==> src/rtl/core/sil_pkg.sv <==
// types, codes and constants of the sorted insert list
package sil_pkg;

  localparam int unsigned DATA_W       = 32;
  localparam int unsigned CNT_W        = 7;
  localparam int unsigned STATUS_W     = 2;
  localparam int unsigned CAPACITY_DEF = 16;

  typedef enum logic {
    OP_INSERT = 1'b0,
    OP_DUMP   = 1'b1
  } op_e;

  typedef enum logic {
    KIND_ACK  = 1'b0,
    KIND_DUMP = 1'b1
  } kind_e;

  typedef enum logic [STATUS_W-1:0] {
    ST_OK    = 2'd0,
    ST_FULL  = 2'd1,
    ST_EMPTY = 2'd2
  } status_e;

  typedef enum logic [1:0] {
    S_IDLE,
    S_CMP,
    S_INS,
    S_DUMP
  } state_e;

  // controller to datapath
  typedef struct packed {
    logic capture;   // take the offered value, clear the dump index
    logic compare;   // register the per-cell less-than flags
    logic insert;    // shift cells and emit the acknowledge
    logic dump;      // emit cell 0 and rotate the occupied cells
  } cmd_t;

  // datapath to controller
  typedef struct packed {
    logic dump_end;  // current dump result is the final one
  } stat_t;

endpackage

==> src/rtl/core/sil_ctrl.sv <==
// controller state machine of the sorted insert list
module sil_ctrl
  import sil_pkg::*;
(
  input  logic  clk_i,
  input  logic  rst_ni,
  input  logic  start,
  input  logic  op_i,
  input  stat_t stat_i,
  output cmd_t  cmd_o,
  output logic  busy
);

  state_e state_q, state_d;

  always_ff @(posedge clk_i or negedge rst_ni) begin
    if (!rst_ni) begin
      state_q <= S_IDLE;
    end else begin
      state_q <= state_d;
    end
  end

  always_comb begin
    state_d = state_q;
    cmd_o   = '0;
    busy    = 1'b1;
    unique case (state_q)
      S_IDLE: begin
        busy = 1'b0;
        if (start) begin
          cmd_o.capture = 1'b1;
          state_d = (op_e'(op_i) == OP_DUMP) ? S_DUMP : S_CMP;
        end
      end
      S_CMP: begin
        cmd_o.compare = 1'b1;
        state_d = S_INS;
      end
      S_INS: begin
        cmd_o.insert = 1'b1;
        state_d = S_IDLE;
      end
      S_DUMP: begin
        cmd_o.dump = 1'b1;
        if (stat_i.dump_end) begin
          state_d = S_IDLE;
        end
      end
      default: begin
        state_d = S_IDLE;
      end
    endcase
  end

endmodule

==> src/rtl/core/sil_dp.sv <==
// datapath: chain of compare-and-shift cells, count and result registers
module sil_dp
  import sil_pkg::*;
#(
  parameter int unsigned CAPACITY = CAPACITY_DEF
) (
  input  logic                       clk_i,
  input  logic                       rst_ni,
  input  cmd_t                       cmd_i,
  input  logic signed [DATA_W-1:0]   value_i,
  output stat_t                      stat_o,
  output logic                       res_valid_o,
  output logic                       kind_o,
  output logic [STATUS_W-1:0]        status_o,
  output logic [CNT_W-1:0]           position_o,
  output logic signed [DATA_W-1:0]   entry_value_o,
  output logic [CNT_W-1:0]           count_o,
  output logic                       last_o
);

  localparam logic [CNT_W-1:0] CapCnt = CNT_W'(CAPACITY);

  logic signed [DATA_W-1:0] cell_q [CAPACITY];
  logic signed [DATA_W-1:0] cell_d [CAPACITY];
  logic signed [DATA_W-1:0] v_q;
  logic [CAPACITY-1:0]      lt_q, lt_d;
  logic [CNT_W-1:0]         count_q, count_d;
  logic [CNT_W-1:0]         idx_q;
  logic [CNT_W-1:0]         pos_enc;
  logic [CNT_W-1:0]         top_idx;
  logic                     full;
  logic                     empty;
  logic                     dump_end;

  logic                     res_valid_q, res_valid_d;
  logic                     kind_q, kind_d;
  logic [STATUS_W-1:0]      status_q, status_d;
  logic [CNT_W-1:0]         position_q, position_d;
  logic signed [DATA_W-1:0] entry_value_q, entry_value_d;
  logic [CNT_W-1:0]         count_out_q, count_out_d;
  logic                     last_q, last_d;

  assign full     = (count_q >= CapCnt);
  assign empty    = (count_q == '0);
  assign top_idx  = count_q - CNT_W'(1);
  assign dump_end = empty || (idx_q == top_idx);
  assign stat_o.dump_end = dump_end;

  // per-cell work: compare, insert shift, dump rotation
  for (genvar i = 0; i < CAPACITY; i++) begin : g_cell
    logic take_new;
    logic signed [DATA_W-1:0] below;
    logic signed [DATA_W-1:0] above;

    assign lt_d[i] = (CNT_W'(i) < count_q) && (cell_q[i] < v_q);

    if (i == 0) begin : g_first
      assign take_new = 1'b1;
      assign below    = v_q;
    end else begin : g_rest
      assign take_new = lt_q[i-1];
      assign below    = cell_q[i-1];
    end

    if (i == CAPACITY - 1) begin : g_top
      assign above = cell_q[i];
    end else begin : g_mid
      assign above = cell_q[i+1];
    end

    always_comb begin
      cell_d[i] = cell_q[i];
      if (cmd_i.insert && !full && !lt_q[i]) begin
        cell_d[i] = take_new ? v_q : below;
      end else if (cmd_i.dump && !empty) begin
        // the top occupied cell takes the head so the list comes back whole
        cell_d[i] = (CNT_W'(i) == top_idx) ? cell_q[0] : above;
      end
    end

    always_ff @(posedge clk_i) begin
      cell_q[i] <= cell_d[i];
    end
  end

  // lt_q is a thermometer code; the insert position is its boundary
  always_comb begin
    logic left;
    logic right;
    pos_enc = '0;
    for (int unsigned i = 0; i <= CAPACITY; i++) begin
      left  = (i == 0) ? 1'b1 : lt_q[i-1];
      right = (i == CAPACITY) ? 1'b0 : lt_q[i];
      if (left && !right) begin
        pos_enc = pos_enc | CNT_W'(i);
      end
    end
  end

  always_comb begin
    count_d       = count_q;
    res_valid_d   = 1'b0;
    kind_d        = kind_q;
    status_d      = status_q;
    position_d    = position_q;
    entry_value_d = entry_value_q;
    count_out_d   = count_out_q;
    last_d        = last_q;
    if (cmd_i.insert) begin
      res_valid_d   = 1'b1;
      kind_d        = KIND_ACK;
      entry_value_d = v_q;
      last_d        = 1'b1;
      if (full) begin
        status_d    = ST_FULL;
        position_d  = '0;
        count_out_d = count_q;
      end else begin
        status_d    = ST_OK;
        position_d  = pos_enc;
        count_d     = count_q + CNT_W'(1);
        count_out_d = count_q + CNT_W'(1);
      end
    end else if (cmd_i.dump) begin
      res_valid_d = 1'b1;
      kind_d      = KIND_DUMP;
      last_d      = dump_end;
      if (empty) begin
        status_d      = ST_EMPTY;
        position_d    = '0;
        entry_value_d = '0;
        count_out_d   = '0;
      end else begin
        status_d      = ST_OK;
        position_d    = idx_q;
        entry_value_d = cell_q[0];
        count_out_d   = count_q;
      end
    end
  end

  always_ff @(posedge clk_i or negedge rst_ni) begin
    if (!rst_ni) begin
      count_q     <= '0;
      res_valid_q <= 1'b0;
    end else begin
      count_q     <= count_d;
      res_valid_q <= res_valid_d;
    end
  end

  always_ff @(posedge clk_i) begin
    if (cmd_i.capture) begin
      v_q   <= value_i;
      idx_q <= '0;
    end else if (cmd_i.dump) begin
      idx_q <= idx_q + CNT_W'(1);
    end
    if (cmd_i.compare) begin
      lt_q <= lt_d;
    end
    kind_q        <= kind_d;
    status_q      <= status_d;
    position_q    <= position_d;
    entry_value_q <= entry_value_d;
    count_out_q   <= count_out_d;
    last_q        <= last_d;
  end

  assign res_valid_o   = res_valid_q;
  assign kind_o        = kind_q;
  assign status_o      = status_q;
  assign position_o    = position_q;
  assign entry_value_o = entry_value_q;
  assign count_o       = count_out_q;
  assign last_o        = last_q;

endmodule

==> src/rtl/core/sorted_insert_list.sv <==
// top level of the sorted insert list: controller plus cell datapath
//
// Keeps up to CAPACITY signed 32-bit values in ascending order.
// Command channel: an item (op_i, value_i) is taken at a rising edge with
// start high and busy low. op_i = 0 inserts value_i before the first entry
// that is greater or equal; op_i = 1 dumps the list.
// Result channel: each result sits on the result ports for one cycle with
// res_valid_o high; the receiver cannot stall, so nothing is held back.
// Insert: the cell chain compares in state S_CMP and shifts in S_INS, so
// busy stays high through both states, the acknowledge is registered from
// S_INS, and no new item is taken until the controller is back in idle.
// Dump: one entry per cycle, taken from the head cell while the occupied
// cells rotate; no new item is taken until the dump ends, the first result
// is registered from the first S_DUMP cycle, and last_o marks the end.
// A full list drops the value and answers with status full.
// Reset empties the list and clears the controller and res_valid_o.
module sorted_insert_list
  import sil_pkg::*;
#(
  parameter int unsigned CAPACITY = CAPACITY_DEF
) (
  input  logic                     clk_i,
  input  logic                     rst_ni,
  input  logic                     start,
  output logic                     busy,
  input  logic                     op_i,
  input  logic signed [DATA_W-1:0] value_i,
  output logic                     res_valid_o,
  output logic                     kind_o,
  output logic [STATUS_W-1:0]      status_o,
  output logic [CNT_W-1:0]         position_o,
  output logic signed [DATA_W-1:0] entry_value_o,
  output logic [CNT_W-1:0]         count_o,
  output logic                     last_o
);

  cmd_t  cmd;
  stat_t stat;

  sil_ctrl u_ctrl (
    .clk_i  (clk_i),
    .rst_ni (rst_ni),
    .start  (start),
    .op_i   (op_i),
    .stat_i (stat),
    .cmd_o  (cmd),
    .busy   (busy)
  );

  sil_dp #(
    .CAPACITY (CAPACITY)
  ) u_dp (
    .clk_i         (clk_i),
    .rst_ni        (rst_ni),
    .cmd_i         (cmd),
    .value_i       (value_i),
    .stat_o        (stat),
    .res_valid_o   (res_valid_o),
    .kind_o        (kind_o),
    .status_o      (status_o),
    .position_o    (position_o),
    .entry_value_o (entry_value_o),
    .count_o       (count_o),
    .last_o        (last_o)
  );

endmodule

==> config.mk <==
export PLATFORM = sky130hd
export DESIGN_NAME = sorted_insert_list
export DESIGN_NICKNAME = d
export VERILOG_FILES = /design/src/rtl/core/sil_pkg.sv /design/src/rtl/core/sil_ctrl.sv /design/src/rtl/core/sil_dp.sv /design/src/rtl/core/sorted_insert_list.sv
export SDC_FILE = /design/constraint.sdc
export NUM_CORES = 2
export LEC_CHECK = 0
export ABC_CLOCK_PERIOD_IN_PS = 7850
export BUFFER_PORTS_ARGS = -buffer_cell sky130_fd_sc_hd__clkbuf_2
export CORE_AREA = 2 2 281 311
export DETAILED_ROUTE_END_ITERATION = 6
export DIE_AREA = 0 0 283 313
export PLACE_DENSITY = 0.7
export SLEW_MARGIN = 20
export SYNTH_ARGS = -nofsm -noshare
export SYNTH_HDL_FRONTEND = slang
export SYNTH_SLANG_ARGS = --single-unit
==> constraint.sdc <==
create_clock -name clk_i -period 7.85 [get_ports clk_i]
set_clock_uncertainty 0.15 [all_clocks]
set_input_delay 2.355 -clock clk_i [delete_from_list [all_inputs] [get_ports clk_i]]
set_output_delay 2.355 -clock clk_i [all_outputs]
set_load 0.05 [all_outputs]
==> metrics.txt <==
status finished with violations; failing checks DRC; worst hold stages 2; die height 313 um; cts bufs inserted between 70 and 80; Reg2Reg Setup Slack 3130 ps; Syn Inst Count around 4,700; Clock transition at path regs 60 ps; pin count of the biggest net entering global routing 98; Setup crit end kind register; register area 18,690 sq um; post-detail-place hpwl around 100 mm; Main synth FF type edfxtp_1; Worst EP arrival 4810 ps; ys async rst share 1.595%; Die Wd ~280 um; largest cells by area after synthesis edfxtp_1 (39%), ha_1 (14%), mux2i_1 (5.6%); worst reg2reg startpoint u_ctrl.state_q[1]; crit path max fanout between 50 and 60; Rel. slew slack between 20 and 25%; filler instances roughly 7,200; Yosys top cell area share between 30 and 40%; GRT Util Overall about a third; f_max between 200 and 250 MHz; sw power between 10 and 15 mW; insertion delay to the later sink of the worst-skew pair approximately 630 ps; GP Congestion between 0.9 and 1; PwrDens approximately 500 nW/um^2; Synth-to-Final Area Change 7.798%; sequential share of power between 30% and 40%; Gate power share approximately half; number of global-route vias before repair roughly 38,000; Slowest cell on crit path buf_4; CTS H-Tree Depth 3; Worst-Margin Slew 1171 ps; Slew Viols, Final 0; IO Pins between 80 and 90; crit-path leading delay family buffers and inverters; GRT overflow 0; clk buf depth 3; final core occ between 50 and 60%; CP Cell Sequence buf_4 > nor2b_4 > buf_12 > and2_2 > buf_4 > nand2b_2 > buf_4 > nand2_1 > buf_4; critical path launch point type register; DR WL/cell ~26 um; CTS tree done; Worst Hold Class reg2reg; max incr delay on CP ~610 ps; vias per inst 6.862; synth unique cells just over 60; CTS sink count between 600 and 700; antenna violations before repair 1; Final setup violation count 0; switching fraction of total power a little under half; P_leak ~20 nW; sequential fraction of the synthesis area about two fifths; post-layout net count around 5,100; RSZ-0062 raised after global routing false; area of the multi-input gates about 26,000 sq um; Worst VDD drop around 0.37 mV; Worst Hold Launch u_dp.kind_o; most frequent cells in the layout edfxtp_1 (608), nand2_1 (567), nand3_1 (520), ha_1 (503), mux2i_1 (261); starting density of the core between 50% and 60%; setup bufs post-CTS 0; worst endpoint required time between 7000 and 8000 ps; DRC 5; reg2reg end u_dp.cell_q[3][5]; share of cells above drive strength 1 12.99%; hold-critical path endpoint u_dp.kind_o; Final ANT Viol Nets 0; DR vias a little under 40,000; Die Area between 80,000 and 90,000 sq um; crit path buf inv count 5; total power draw roughly 25 mW; CTS root buf clkbuf_16; # port buffers 87; Post-synth EDFFs 608; DR pass1 iterations 7; setup TNS 0 ps; Net Count, Synth ~5,200; Seq cells post-synth ~630; Internal roughly 13 mW; depth of the most critical reg-to-reg path 9; core area 85,540 sq um; Syn. warnings 0; total wire length 151.8 mm; period utilization between 60% and 70%; CTS resizes 0; Site Rows roughly 110; Detailed Route Iter0 Violations roughly 4,500; Mean Syn Cell Area between 9 and 10 sq um; Final Hold Viols 0; Post-Syn Area 46,580 sq um; Crit path top cell by count buf_4; first-pass GRT wire length between 200 and 250 mm; Period minus WS final ~4700 ps; Setup CP Type reg2reg; Hold Buf Count CTS 0; most common cell after layout, fill and taps aside edfxtp_1; max cap viols 0; share of total power in the clock network 15.3%; Synth area leader edfxtp_1
## routing by layer
| layer | wire [um] | track usage (%) | share of wire (%) |
|---|---|---|---|
| met1 | 60520 | 43.49 | 40 |
| met2 | 70760 | 54.61 | 47 |
| met5 | 10 | 0 | 0.0066 |
| met3 | 12540 | 4.862 | 8.3 |
| met4 | 7969 | 16.49 | 5.2 |
## layout make-up
cell class | instances | share of cell area, %
multi-input cells | 3587 | 51.58
flip-flops and latches | 627 | 37.22
clock buffers | 87 | 3.997
well taps | 1150 | 2.866
repair buffers | 212 | 2.761
clock inverters | 47 | 1.129
inverters | 59 | 0.4411
diodes | 1 | 0.004984
## cells in the mapped netlist, types with 51 or more instances
| cell | instances |
|---|---|
| edfxtp_1 | 608 |
| nand2_1 | 573 |
| and4_1 | 51 |
| clkbuf_1 | 305 |
| a211oi_1 | 198 |
| o211ai_1 | 83 |
| o211ai_2 | 150 |
| nand3_1 | 522 |
| buf_2 | 68 |
| nor2_1 | 217 |
| a21oi_1 | 218 |
| nor2b_1 | 72 |
| a31oi_1 | 193 |
| o21ai_0 | 109 |
| inv_1 | 58 |
| ha_1 | 503 |
| mux2i_1 | 261 |
## state kept, by name, summed over array words and instances (netlist names)
signal              cells
u_dp.cell_q           512
u_dp.entry_value_o     32
u_dp.g_cell.below      32
u_dp.lt_q              16
u_dp.count_o            7
u_dp.count_q            7
u_dp.idx_q              7
u_dp.position_o         7
u_ctrl.state_q          2
u_dp.status_o           2
u_dp.kind_o             1
u_dp.last_o             1
u_dp.res_valid_o        1
## worst max path at each step
| stage | cells past startpoint | slack (ps) | from | end |
|---|---|---|---|---|
| after floorplan | 2 | 3310 | start | u_dp.g_cell[0].below[0] |
| after global placement | 8 | 2960 | u_ctrl.state_q[1] | u_dp.cell_q[3][11] |
| after detailed placement | 8 | 2870 | u_ctrl.state_q[1] | u_dp.cell_q[3][8] |
| after CTS | 8 | 2870 | u_ctrl.state_q[1] | u_dp.cell_q[3][5] |
| after global routing | 9 | 2990 | u_ctrl.state_q[1] | u_dp.cell_q[3][5] |
| final | 9 | 3130 | u_ctrl.state_q[1] | u_dp.cell_q[3][5] |
## worst min-delay path, stage by stage, from the launching register on
cell and delay (ps):
dfxtp_1 320, inv_1 50, o21ai_0 70
## power by group through the flow
| stage | logic (mW) | clock network, mW | registers [mW] |
|---|---|---|---|
| floorplan | 8.89 | 0 | 7.73 |
| global route | 13.7 | 3.90 | 8.34 |
| global placement | 11.7 | 0 | 8.22 |
| finish | 12.6 | 3.76 | 8.24 |
| CTS | 12.3 | 3.78 | 8.16 |
| detailed placement | 12.2 | 0 | 8.19 |
## through the flow
stage,worst slack [ps],cell area [sq um],std cells,hold WS (ps)
global placement,2963,47600,5634,316.6
floorplan,3310,46580,4704,337.1
detailed placement,2872,47610,5634,326.4
global route,2988,50210,5769,346.8
finish,3134,50210,5770,331.4
CTS,2868,50180,5768,334.4
## cells by family (layout without fill, tap and decap cells)
logic type / count (synthesis) / in the layout / synth area share [%]
mux: 294 / 294 / 6.407
simple gates: 1591 / 1591 / 16.04
xor+xnor: 19 / 19 / 0.3573
buf+inv: 490 / 405 / 4.615
fa+ha+maj: 503 / 503 / 13.51
flops: 627 / 627 / 40.12
compound gates: 1180 / 1180 / 18.94
other cells: 0 / 1 / 0
No activity file was read; power rests on OpenSTA's default activity.
